**src/hdl/bsl_pkg.sv**
```systemverilog
// Shared constants and types for the bounded substring locator.
// Holds the register index codes and the parameter defaults; no dependencies.
package bsl_pkg;

    localparam int PATTERN_MAX_DEF   = 8;
    localparam int POSITION_BITS_DEF = 16;

    localparam int CFG_DATA_W  = 64;
    localparam int CFG_INDEX_W = 2;
    localparam int LENGTH_W    = 4;
    localparam int LIMIT_W     = 16;
    localparam int TEXT_W      = 8;
    localparam int FLAGS_W     = 2;

    localparam logic [LIMIT_W-1:0] LIMIT_RESET = 16'hFFFF;

    typedef enum logic [CFG_INDEX_W-1:0] {
        CFG_PATTERN_BYTES  = 2'd0,
        CFG_PATTERN_LENGTH = 2'd1,
        CFG_SEARCH_LIMIT   = 2'd2
    } cfg_index_t;

endpackage

```
**src/hdl/bounded_substring_locator_core.sv**
```systemverilog
// Bounded substring locator: streams text bytes, compares a sliding window
// against a configured pattern and reports match positions per string.
// Depends on bsl_pkg.
//
//  channel | direction | beat contents
//  --------+-----------+------------------------------------------------------
//  s_*     | in        | s_tdata: text_byte (0 ends the string)
//  m_*     | out       | m_tdata: first_start, first_end, last_end, scanned_count
//          |           | m_tuser: first_found, last_found
//  cfg_*   | in        | cfg_index selects register, cfg_data is the value
//
// One text byte per cycle while s_tready is high; the window compare and position update sit between
// the per-string state registers and the result register.
// The result register loads on the terminating beat and holds until taken;
// input is accepted whenever the result register is empty or being drained.
// rst_n clears string state, result register, pattern, length; limit to all ones.
module bounded_substring_locator_core
    import bsl_pkg::*;
#(
    parameter int PATTERN_MAX   = PATTERN_MAX_DEF,
    parameter int POSITION_BITS = POSITION_BITS_DEF,
    localparam int DATA_W       = ((4 * POSITION_BITS + 2 + 7) / 8) * 8
)
(
    input  logic                   clk,
    input  logic                   rst_n,

    input  logic                   s_tvalid,
    output logic                   s_tready,
    input  logic [TEXT_W-1:0]      s_tdata,   // [7:0] text_byte

    output logic                   m_tvalid,
    input  logic                   m_tready,
    // from bit 0 up: first_start, first_end, last_end, scanned_count, zero fill
    output logic [DATA_W-1:0]      m_tdata,
    output logic [FLAGS_W-1:0]     m_tuser,   // [0] first_found, [1] last_found

    input  logic                   cfg_valid,
    output logic                   cfg_ready,
    input  logic [CFG_INDEX_W-1:0] cfg_index,
    input  logic [CFG_DATA_W-1:0]  cfg_data
);

    localparam int CW     = POSITION_BITS + 1;
    localparam int PW     = PATTERN_MAX * 8;
    localparam int LEN_W  = $clog2(PATTERN_MAX + 1);
    localparam int EXT_W  = (CW + 1 > LIMIT_W) ? CW + 1 : LIMIT_W;
    localparam int USED_W = 4 * POSITION_BITS + 2;

    // configuration
    logic [PW-1:0]       pattern_reg;
    logic [LENGTH_W-1:0] length_reg;
    logic [LIMIT_W-1:0]  limit_reg;

    // per-string state
    logic [PW-1:0]            window_reg,      window_next;
    logic [CW-1:0]            pos_reg,         pos_next;
    logic                     have_first_reg,  have_first_next;
    logic [POSITION_BITS-1:0] first_start_reg, first_start_next;
    logic [CW-1:0]            last_end_reg,    last_end_next;

    // result register
    logic                     out_valid_reg,   out_valid_next;
    logic [DATA_W-1:0]        out_data_reg,    out_data_next;
    logic [FLAGS_W-1:0]       out_flags_reg,   out_flags_next;

    logic                     in_beat;
    logic                     term_beat;
    logic [LEN_W-1:0]         eff_len;
    logic [PATTERN_MAX:0]     match_vec;
    logic [CW:0]              pos_plus1;
    logic [CW:0]              len_ext;
    logic [CW:0]              start_pos;
    logic                     hit;
    logic [POSITION_BITS-1:0] scanned;
    logic [CW-1:0]            first_end;

    assign cfg_ready = 1'b1;
    assign s_tready  = !out_valid_reg || m_tready;
    assign in_beat   = s_tvalid && s_tready;
    assign term_beat = in_beat && (s_tdata == '0);

    assign m_tvalid = out_valid_reg;
    assign m_tdata  = out_data_reg;
    assign m_tuser  = out_flags_reg;

    // Effective length: clamp to PATTERN_MAX, then cut at the first zero byte.
    always_comb
    begin
        logic [LEN_W-1:0] clamped;
        if (length_reg > LENGTH_W'(PATTERN_MAX))
            clamped = LEN_W'(PATTERN_MAX);
        else
            clamped = LEN_W'(length_reg);
        eff_len = clamped;
        for (int c = PATTERN_MAX - 1; c >= 0; c--)
        begin
            if ((LEN_W'(c) < clamped) && (pattern_reg[8*c +: 8] == 8'd0))
                eff_len = LEN_W'(c);
        end
    end

    // Newest byte sits in the low byte of the window.
    assign window_next = PW'({window_reg, s_tdata});

    // One compare row per candidate length; pattern char c lines up with
    // window byte len-1-c.
    always_comb
    begin
        match_vec = '0;
        for (int l = 1; l <= PATTERN_MAX; l++)
        begin
            logic ok;
            ok = 1'b1;
            for (int c = 0; c < l; c++)
            begin
                if (pattern_reg[8*c +: 8] != window_next[8*(l-1-c) +: 8])
                    ok = 1'b0;
            end
            match_vec[l] = ok;
        end
    end

    assign pos_plus1 = {1'b0, pos_reg} + (CW+1)'(1);
    assign len_ext   = (CW+1)'(eff_len);
    assign start_pos = pos_plus1 - len_ext;
    assign hit = (eff_len != '0) && (pos_plus1 >= len_ext)
              && (EXT_W'(start_pos) < EXT_W'(limit_reg)) && match_vec[eff_len];

    always_comb
    begin
        if (EXT_W'(pos_reg) < EXT_W'(limit_reg))
            scanned = pos_reg[POSITION_BITS-1:0];
        else
            scanned = POSITION_BITS'(limit_reg);
    end

    assign first_end = {1'b0, first_start_reg} + CW'(eff_len);

    always_comb
    begin
        pos_next         = pos_reg;
        have_first_next  = have_first_reg;
        first_start_next = first_start_reg;
        last_end_next    = last_end_reg;
        out_valid_next   = out_valid_reg && !m_tready;
        out_data_next    = out_data_reg;
        out_flags_next   = out_flags_reg;

        if (term_beat)
        begin
            pos_next         = '0;
            have_first_next  = 1'b0;
            first_start_next = '0;
            last_end_next    = '0;
            out_valid_next   = 1'b1;
            if (eff_len == '0)
            begin
                out_flags_next = '0;
                out_data_next  = DATA_W'({scanned, {(3*POSITION_BITS+2){1'b0}}});
            end
            else if (have_first_reg)
            begin
                out_flags_next = 2'b11;
                out_data_next  = DATA_W'({scanned, last_end_reg, first_end,
                                          first_start_reg});
            end
            else
            begin
                out_flags_next = '0;
                out_data_next  = DATA_W'({scanned, CW'(0), CW'(scanned), scanned});
            end
        end
        else if (in_beat)
        begin
            if (hit)
            begin
                if (!have_first_reg)
                begin
                    have_first_next  = 1'b1;
                    first_start_next = start_pos[POSITION_BITS-1:0];
                end
                last_end_next = pos_plus1[CW-1:0];
            end
            if (pos_reg != {CW{1'b1}})
                pos_next = pos_plus1[CW-1:0];
        end
    end

    always_ff @(posedge clk or negedge rst_n)
    begin
        if (!rst_n)
        begin
            pattern_reg <= '0;
            length_reg  <= '0;
            limit_reg   <= LIMIT_RESET;
        end
        else if (cfg_valid && cfg_ready)
        begin
            case (cfg_index)
                CFG_PATTERN_BYTES:  pattern_reg <= cfg_data[PW-1:0];
                CFG_PATTERN_LENGTH: length_reg  <= cfg_data[LENGTH_W-1:0];
                CFG_SEARCH_LIMIT:   limit_reg   <= cfg_data[LIMIT_W-1:0];
                default: ;
            endcase
        end
    end

    always_ff @(posedge clk or negedge rst_n)
    begin
        if (!rst_n)
        begin
            window_reg      <= '0;
            pos_reg         <= '0;
            have_first_reg  <= 1'b0;
            first_start_reg <= '0;
            last_end_reg    <= '0;
            out_valid_reg   <= 1'b0;
            out_data_reg    <= '0;
            out_flags_reg   <= '0;
        end
        else
        begin
            if (term_beat)
                window_reg <= '0;
            else if (in_beat)
                window_reg <= window_next;
            pos_reg         <= pos_next;
            have_first_reg  <= have_first_next;
            first_start_reg <= first_start_next;
            last_end_reg    <= last_end_next;
            out_valid_reg   <= out_valid_next;
            out_data_reg    <= out_data_next;
            out_flags_reg   <= out_flags_next;
        end
    end

    // checks
    a_term_gives_result: assert property (@(posedge clk) disable iff (!rst_n)
        term_beat |=> out_valid_reg)
        else $error("terminating beat did not load a result");

    a_term_clears_count: assert property (@(posedge clk) disable iff (!rst_n)
        term_beat |=> (pos_reg == '0) && !have_first_reg)
        else $error("string state not cleared after terminating beat");

    a_no_match_before_text: assert property (@(posedge clk) disable iff (!rst_n)
        (pos_reg == '0) |-> !have_first_reg)
        else $error("match recorded with no text seen");

    a_flags_agree: assert property (@(posedge clk) disable iff (!rst_n)
        out_valid_reg |-> (out_flags_reg[0] == out_flags_reg[1]))
        else $error("first and last found flags differ");

    a_pad_zero: assert property (@(posedge clk) disable iff (!rst_n)
        out_valid_reg |-> (out_data_reg >> USED_W) == '0)
        else $error("result padding bits not zero");

endmodule
```
**config.mk**
```make
export PLATFORM = sky130hd
export DESIGN_NAME = bounded_substring_locator_core
export DESIGN_NICKNAME = d
export VERILOG_FILES = /design/src/hdl/bsl_pkg.sv /design/src/hdl/bounded_substring_locator_core.sv
export SDC_FILE = /design/constraint.sdc
export NUM_CORES = 1
export LEC_CHECK = 0
export BUFFER_PORTS_ARGS = -buffer_cell sky130_fd_sc_hd__buf_4
export CAP_MARGIN = 20
export CORE_MARGIN = 3
export CORE_UTILIZATION = 65
export DETAILED_ROUTE_END_ITERATION = 6
export PLACE_DENSITY = 0.83
export SLEW_MARGIN = 20
export SYNTH_ARGS = -nofsm -noshare
export SYNTH_HDL_FRONTEND = slang
export SYNTH_SLANG_ARGS = --single-unit
export TNS_END_PERCENT = 50
```
**constraint.sdc**
```tcl
create_clock -name clk -period 17.55 [get_ports clk]
set_input_delay 2.6325 -clock clk [delete_from_list [all_inputs] [get_ports clk]]
set_output_delay 2.6325 -clock clk [all_outputs]
set_load 0.02 [all_outputs]
```
Word-level counts from Yosys, hierarchy flattened
Index checks and enable logic that the tools add are counted.

storage, ports and cells
  register bits after elaboration = 260
  output and inout port bits = 77
  bits of input ports = 79
  logic and storage cells = 173

operators by class
  order comparisons = 13
  muxes and demuxes = 68
  reductions and logical operators = 38
  add/subtract/negate cells = 3
  equal/unequal tests = 40

operators with widths
  kind                                                        count
  != test 8 bit                                               36
  2-to-1 mux 56 bit                                           2
  2-to-1 mux 17 bit                                           6
  2-to-1 mux 50 bit                                           2
  2-to-1 mux 16 bit                                           5
  zero test 8 bit                                             9
  2-to-1 mux 1 bit                                            41
  2-to-1 mux 4 bit                                            9
  adder 17 x 1 -> 18 bit, second input constant               1
  greater-or-equal comparator 18 x 4 -> 1 bit                 1
  less-than comparator 18 x 16 -> 1 bit                       1
  subtractor 18 x 4 -> 18 bit                                 1
  adder 16 x 4 -> 17 bit                                      1
  less-than comparator 17 x 16 -> 1 bit                       1
  != test 17 bit, second input constant                       1
  less-than comparator 3 x 4 -> 1 bit, first input constant   4
  logical AND 1 bit                                           14
  AND reduction 2 bit                                         5
  less-than comparator 1 x 4 -> 1 bit, first input constant   2
  less-than comparator 2 x 4 -> 1 bit, first input constant   2
  nonzero test 2 bit                                          3
  less-than comparator 4 x 5 -> 1 bit, second input constant  1
  binary-select mux 1 bit (select 4 bit)                      1
  > comparator 4 bit, second input constant                   1
  10 further kinds                                            12

Longest topological paths before layout
  word-level depth = 19
  mapped depth = 26
  mapped depth without buffers = 23

Worst setup path before layout
No wires, ideal clock.

  path type = register to register
  start point = register pattern_reg[34]
  end point = register last_end_reg[0]
  data arrival time = 5.559 ns
  required time = 17.472 ns
  path slack = 11.913 ns
  cell stages (with the launch flop) = 26
  library setup time = 0.078 ns
  period minus slack after synthesis = 5.637 ns
  path buffers = 2
  path through = dfrtp_1 buf_6 or4_4 nor4_4 o21ai_1 o211ai_2 nand2_1 ha_1 fa_1 nand2b_1 a21oi_1 o21bai_1 nor2_1 nand2_1 mux2i_1 xnor2_1 ha_1 a21o_1 a21oi_1 o21ai_0 a211oi_1 o21ai_1 or3_4 buf_6 or4_1 a21oi_1

on the way
  longest elaborated chain between the ends = 13
  elaborated cells between the ends (all ways) = 32
  classes of those cells = add/sub: 1; order compare: 2; eq/ne: 4; mux: 17; reduce/logical: 8

ends and longest elaborated chain
  element                                                                            line                                                                          text
  from (decl)                                                                        bounded_substring_locator_core.sv:51                                          logic [PW-1:0] pattern_reg;
  from (signal assigned)                                                             bounded_substring_locator_core.sv:201                                         CFG_PATTERN_BYTES: pattern_reg <= cfg_data[PW-1:0];
  zero test 8 bit                                                                    bounded_substring_locator_core.sv:98                                          if ((LEN_W'(c) < clamped) && (pattern_reg[8*c +: 8] == 8'd0))
  logical AND 1 bit                                                                  bounded_substring_locator_core.sv:98
  2-to-1 mux 4 bit (5 in a row)                                                      bounded_substring_locator_core.sv:98
  subtractor 18 x 4 -> 18 bit (tied with other cells)                                bounded_substring_locator_core.sv:126                                         assign start_pos = pos_plus1 - len_ext;
  less-than comparator 18 x 16 -> 1 bit / logical AND 1 bit (equally long branches)  bounded_substring_locator_core.sv:128, bounded_substring_locator_core.sv:127
  logical AND 1 bit                                                                  bounded_substring_locator_core.sv:128                                         && (EXT_W'(start_pos) < EXT_W'(limit_reg)) && match_vec[eff_len];
  logical AND 1 bit *                                                                bounded_substring_locator_core.sv:128
  nonzero test 2 bit (no line) *                                                     n/a
  AND reduction 2 bit (no line) *                                                    n/a
  to (signal assigned)                                                               bounded_substring_locator_core.sv:231                                         last_end_reg <= last_end_next;
  to (decl)                                                                          bounded_substring_locator_core.sv:60                                          logic [CW-1:0] last_end_reg, last_end_next;

Mark *: on every way between the ends. The rest lies on a longest branch, timed or not. The select of a mux whose other input is x is not followed.
A chain may end at the register's enable or synchronous reset.

Final worst setup path
  start point = register pattern_reg[48]
  end point = register last_end_reg[12]

on the way
  longest elaborated chain between the ends = 15
  elaborated cells between the ends (all ways) = 25
  classes of those cells = add/sub: 1; order compare: 2; eq/ne: 2; mux: 12; reduce/logical: 8

ends and longest elaborated chain
  element                                                                            line
  zero test 8 bit                                                                    bounded_substring_locator_core.sv:98
  logical AND 1 bit                                                                  bounded_substring_locator_core.sv:98
  2-to-1 mux 4 bit (7 in a row)                                                      bounded_substring_locator_core.sv:98
  subtractor 18 x 4 -> 18 bit (tied with other cells)                                bounded_substring_locator_core.sv:126
  less-than comparator 18 x 16 -> 1 bit / logical AND 1 bit (equally long branches)  bounded_substring_locator_core.sv:128, bounded_substring_locator_core.sv:127
  logical AND 1 bit                                                                  bounded_substring_locator_core.sv:128
  logical AND 1 bit *                                                                bounded_substring_locator_core.sv:128
  nonzero test 2 bit (no line) *                                                     n/a
  AND reduction 2 bit (no line) *                                                    n/a

Marked as above.

==> impl_metrics.json <==
{
  "tightest_slew_ns": 1.236,
  "wl_per_cell_microns": 27.55,
  "clock_buffer_count_from_cts": 26,
  "track_usage": 0.4248,
  "proportion_of_layout_cells_with_a_drive_suffix_above_1": 0.1917,
  "finish.net_count": 1861,
  "synth_compound_gate_area_share": 0.1157,
  "hold_buf_count_cts": 0,
  "core-area_sq_um": 24530,
  "row_count": 57,
  "report.final.slew_viol_count": 0,
  "synth-simple-area-share": 0.1494,
  "dp_hpwl_mm": 40.52,
  "yosys_warnings": 0,
  "n_antenna_cell": 0,
  "io_buffer_count": 148,
  "floorplan.die.height_microns": 164.6,
  "worstHoldPathType": "register to register",
  "vias": 13960,
  "cts_tree": "done",
  "aggregate_negative_setup_slack_ns": 0,
  "dieWidth_microns": 164.6,
  "ctsHtreeMaxLevel": 1,
  "syn_area_sq_um": 16350,
  "grt_max_degree": 120,
  "drcViolationCount": 0,
  "grt_antenna_before_repair": 0,
  "max_clock_freq_mhz": 147.5,
  "timing.critical_path.from_type": "register",
  "placed_area_sq_um": 17330,
  "synth_unique_cells": 75,
  "finalWorstPathRequiredPeriod_ns": 6.778,
  "worstPathCellList": "nor4_1 > o2111a_1 > a211oi_1 > o211ai_2 > nand2_1 > ha_1 > fa_1 > nand2b_1 > a21oi_1 > o21bai_1 > nor2_1 > nand2_1 > mux2i_1 > xnor2_1 > ha_1 > a21o_1 > a21oi_1 > o21ai_0 > a211oi_1 > o21ai_1 > or3_1 > or2_1 > o31ai_1",
  "layout_worst_path_cycle_share": 0.3862,
  "routed_wl_mm": 57.35,
  "post_synth_fa_ha_maj_area_fraction": 0.03306,
  "clock_skew_ns": 0.02111,
  "endpoint_kind": "register",
  "synth_cells": 1714,
  "synth-seq-area-share": 0.3977,
  "detailedPlace.worstSlack_ns": 10.93,
  "synth.avg_cell_area_sq_um": 9.538,
  "synth_top_family_by_area": "XOR/XNOR gates",
  "cp_slowest_cell": "sky130_fd_sc_hd__nor4_1",
  "first_pass_iters": 6,
  "cp_data_arrival_time_ns": 7.23,
  "synth_area_in_xor_xnor": 0.1811,
  "vdd.ir_drop.worst_mv": 0.1186,
  "postSynth.topFlopCell": "sky130_fd_sc_hd__dfrtp_1",
  "critical_path_peak_fanout": 15,
  "cp_data_required_time_ns": 18.00,
  "grt_pass1_wl_mm": 86.09,
  "place_inst": 2034,
  "routabilityCongestion": 1.039,
  "run_status": "finished, final reports clean",
  "muxShareOfSynthArea": 0.07194,
  "synth_async_sr_flop_share": 1.000,
  "post_cts.resized_instances": 0,
  "total_leakage_power_nw": 8.002,
  "unrepaired_setup_endpoints_after_global_routing": "false",
  "final-setup-viol-count": 0,
  "design.die.area_sq_um": 27090,
  "grt-ovfl-total": 0,
  "area_delta_synth_final_pct": 11.74,
  "cts-root-to-sink-buffers": 3,
  "detail-route-antenna-nets": 0,
  "synth-seq-cells": 259,
  "hold_violations": 0,
  "slew-limit-headroom": 0.1687,
  "root_buffer": "sky130_fd_sc_hd__clkbuf_16",
  "clkSlewWorstSetupHoldPaths_ns": 0.07,
  "most_used_cells_in_the_layout_excluding_fill_and_tap_cells": "243 x sky130_fd_sc_hd__dfrtp_1, 240 x sky130_fd_sc_hd__xnor2_1, 192 x sky130_fd_sc_hd__nand2_1",
  "design_area_sq_um": 18270,
  "p_total_w": 0.002259,
  "timing.max_cap.violations": 0,
  "first_global_vias": 14020,
  "clk-insertion-delay-late_ns": 0.55,
  "layout_commonest_cell": "sky130_fd_sc_hd__dfrtp_1",
  "final_cells": 2082,
  "floorplan.initialDensity": 0.6664,
  "slowest_delay_ns": 0.78,
  "detail_route.vias_per_cell": 6.703,
  "ioPinCount": 156,
  "postCtsSetupRepairBufs": 0,
  "worstSetupPathType": "register to register",
  "largest_register_ffs": 66,
  "timing.final.ws_setup_ns": 10.77,
  "synth-edff-count": 0,
  "starting_drc_count_in_detailed_routing": 1582,
  "p_per_area_nw_per_um2": 123.7,
  "clock_sink_count": 259
}
report_power, final:
part / internal, W / switching (W)
clock: 0.000355 / 0.000244
sequential: 0.000683 / 0.000206
combinational: 0.000338 / 0.000433
total: 0.00138 / 0.000882
cells in the mapped netlist (all sizes together), types with 3 or more instances:
library cell | number | area share
clkbuf | 132 | 0.030
nand3 | 35 | 0.011
nand2b | 28 | 0.011
a31o | 3 | 0.0016
o31ai | 10 | 0.0061
mux2i | 23 | 0.014
nor4 | 53 | 0.021
and2 | 3 | 0.0011
xor2 | 98 | 0.053
a211oi | 4 | 0.0021
dfstp | 16 | 0.026
mux2 | 84 | 0.058
dfrtp | 243 | 0.37
a22o | 46 | 0.025
nor3 | 13 | 0.0046
and3 | 11 | 0.0042
o21ai | 58 | 0.018
a21o | 12 | 0.0056
o211ai | 14 | 0.0073
nand4 | 75 | 0.029
inv | 31 | 0.0071
or3 | 11 | 0.0045
a32o | 5 | 0.0031
buf | 40 | 0.013
a41oi | 4 | 0.0021
or2 | 4 | 0.0015
nand3b | 4 | 0.0018
nand2 | 194 | 0.045
or4 | 4 | 0.0021
xnor2 | 240 | 0.13
a31oi | 4 | 0.0024
a21oi | 104 | 0.032
nor2 | 34 | 0.0078
ha | 40 | 0.031
metrics by stage:
| stage | util | hold WS, ns |
|---|---|---|
| finish | 0.7446 | 0.4885 |
| detailed placement | 0.7062 | 0.4741 |
| CTS | 0.7435 | 0.4886 |
| floorplan | - | 0.4598 |
| global placement | 0.7059 | 0.4628 |
| global route | 0.7446 | 0.5140 |
worst paths after layout:
kind                                        startpoint                            to  slack, ns  cells after the start
max in group asynchronous                        rst_n    window_reg[41]$_DFFE_PN0P_      13.13                      3
min in group asynchronous                        rst_n       m_tdata[45]$_DFFE_PN0P_       2.13                      1
max                        pattern_reg[48]$_DFFE_PN0P_  last_end_reg[12]$_DFFE_PN0P_      10.77                     23
min reg2reg                    m_tdata[50]$_DFFE_PN0P_       m_tdata[50]$_DFFE_PN0P_       0.49                      2
max reg2reg                pattern_reg[48]$_DFFE_PN0P_  last_end_reg[12]$_DFFE_PN0P_      10.77                     23
min                            m_tdata[50]$_DFFE_PN0P_       m_tdata[50]$_DFFE_PN0P_       0.49                      2
final cells by class:
cell class	count	area (sq um)
fillers	1692	6266
inverters	31	116.4
well taps	324	405.4
clock buffers	34	740.7
multi-input cells	1257	9071
clock inverters	12	173.9
flip-flops and latches	259	6501
repair buffers	165	1259
worst max-delay path: cells and delay by family, from the launching register on:
family | cells | cell delay, ns
AO/OA/AOI/OAI | 11 | 2.32
flip-flops | 1 | 0.43
adder cells (fa/ha/maj) | 3 | 0.97
XOR/XNOR | 1 | 0.19
AND/OR/NAND/NOR | 7 | 2.55
multiplexers | 1 | 0.23
metal layers:
metal | vias up | GRT usage | share of wire
li1 | 5977 | - | -
met1 | 6722 | 0.4940 | 0.35
met2 | 952 | 0.6957 | 0.47
met3 | 304 | 0.07374 | 0.090
met4 | 0 | 0.3302 | 0.095
met5 | - | 0 | 0
kinds of logic after synthesis:
group	Yosys count
buf+inv	203
other cells	2
simple gates	479
mux	107
flops	259
compound gates	284
xor+xnor	338
fa+ha+maj	42
Power figures use the tool's default switching activity.
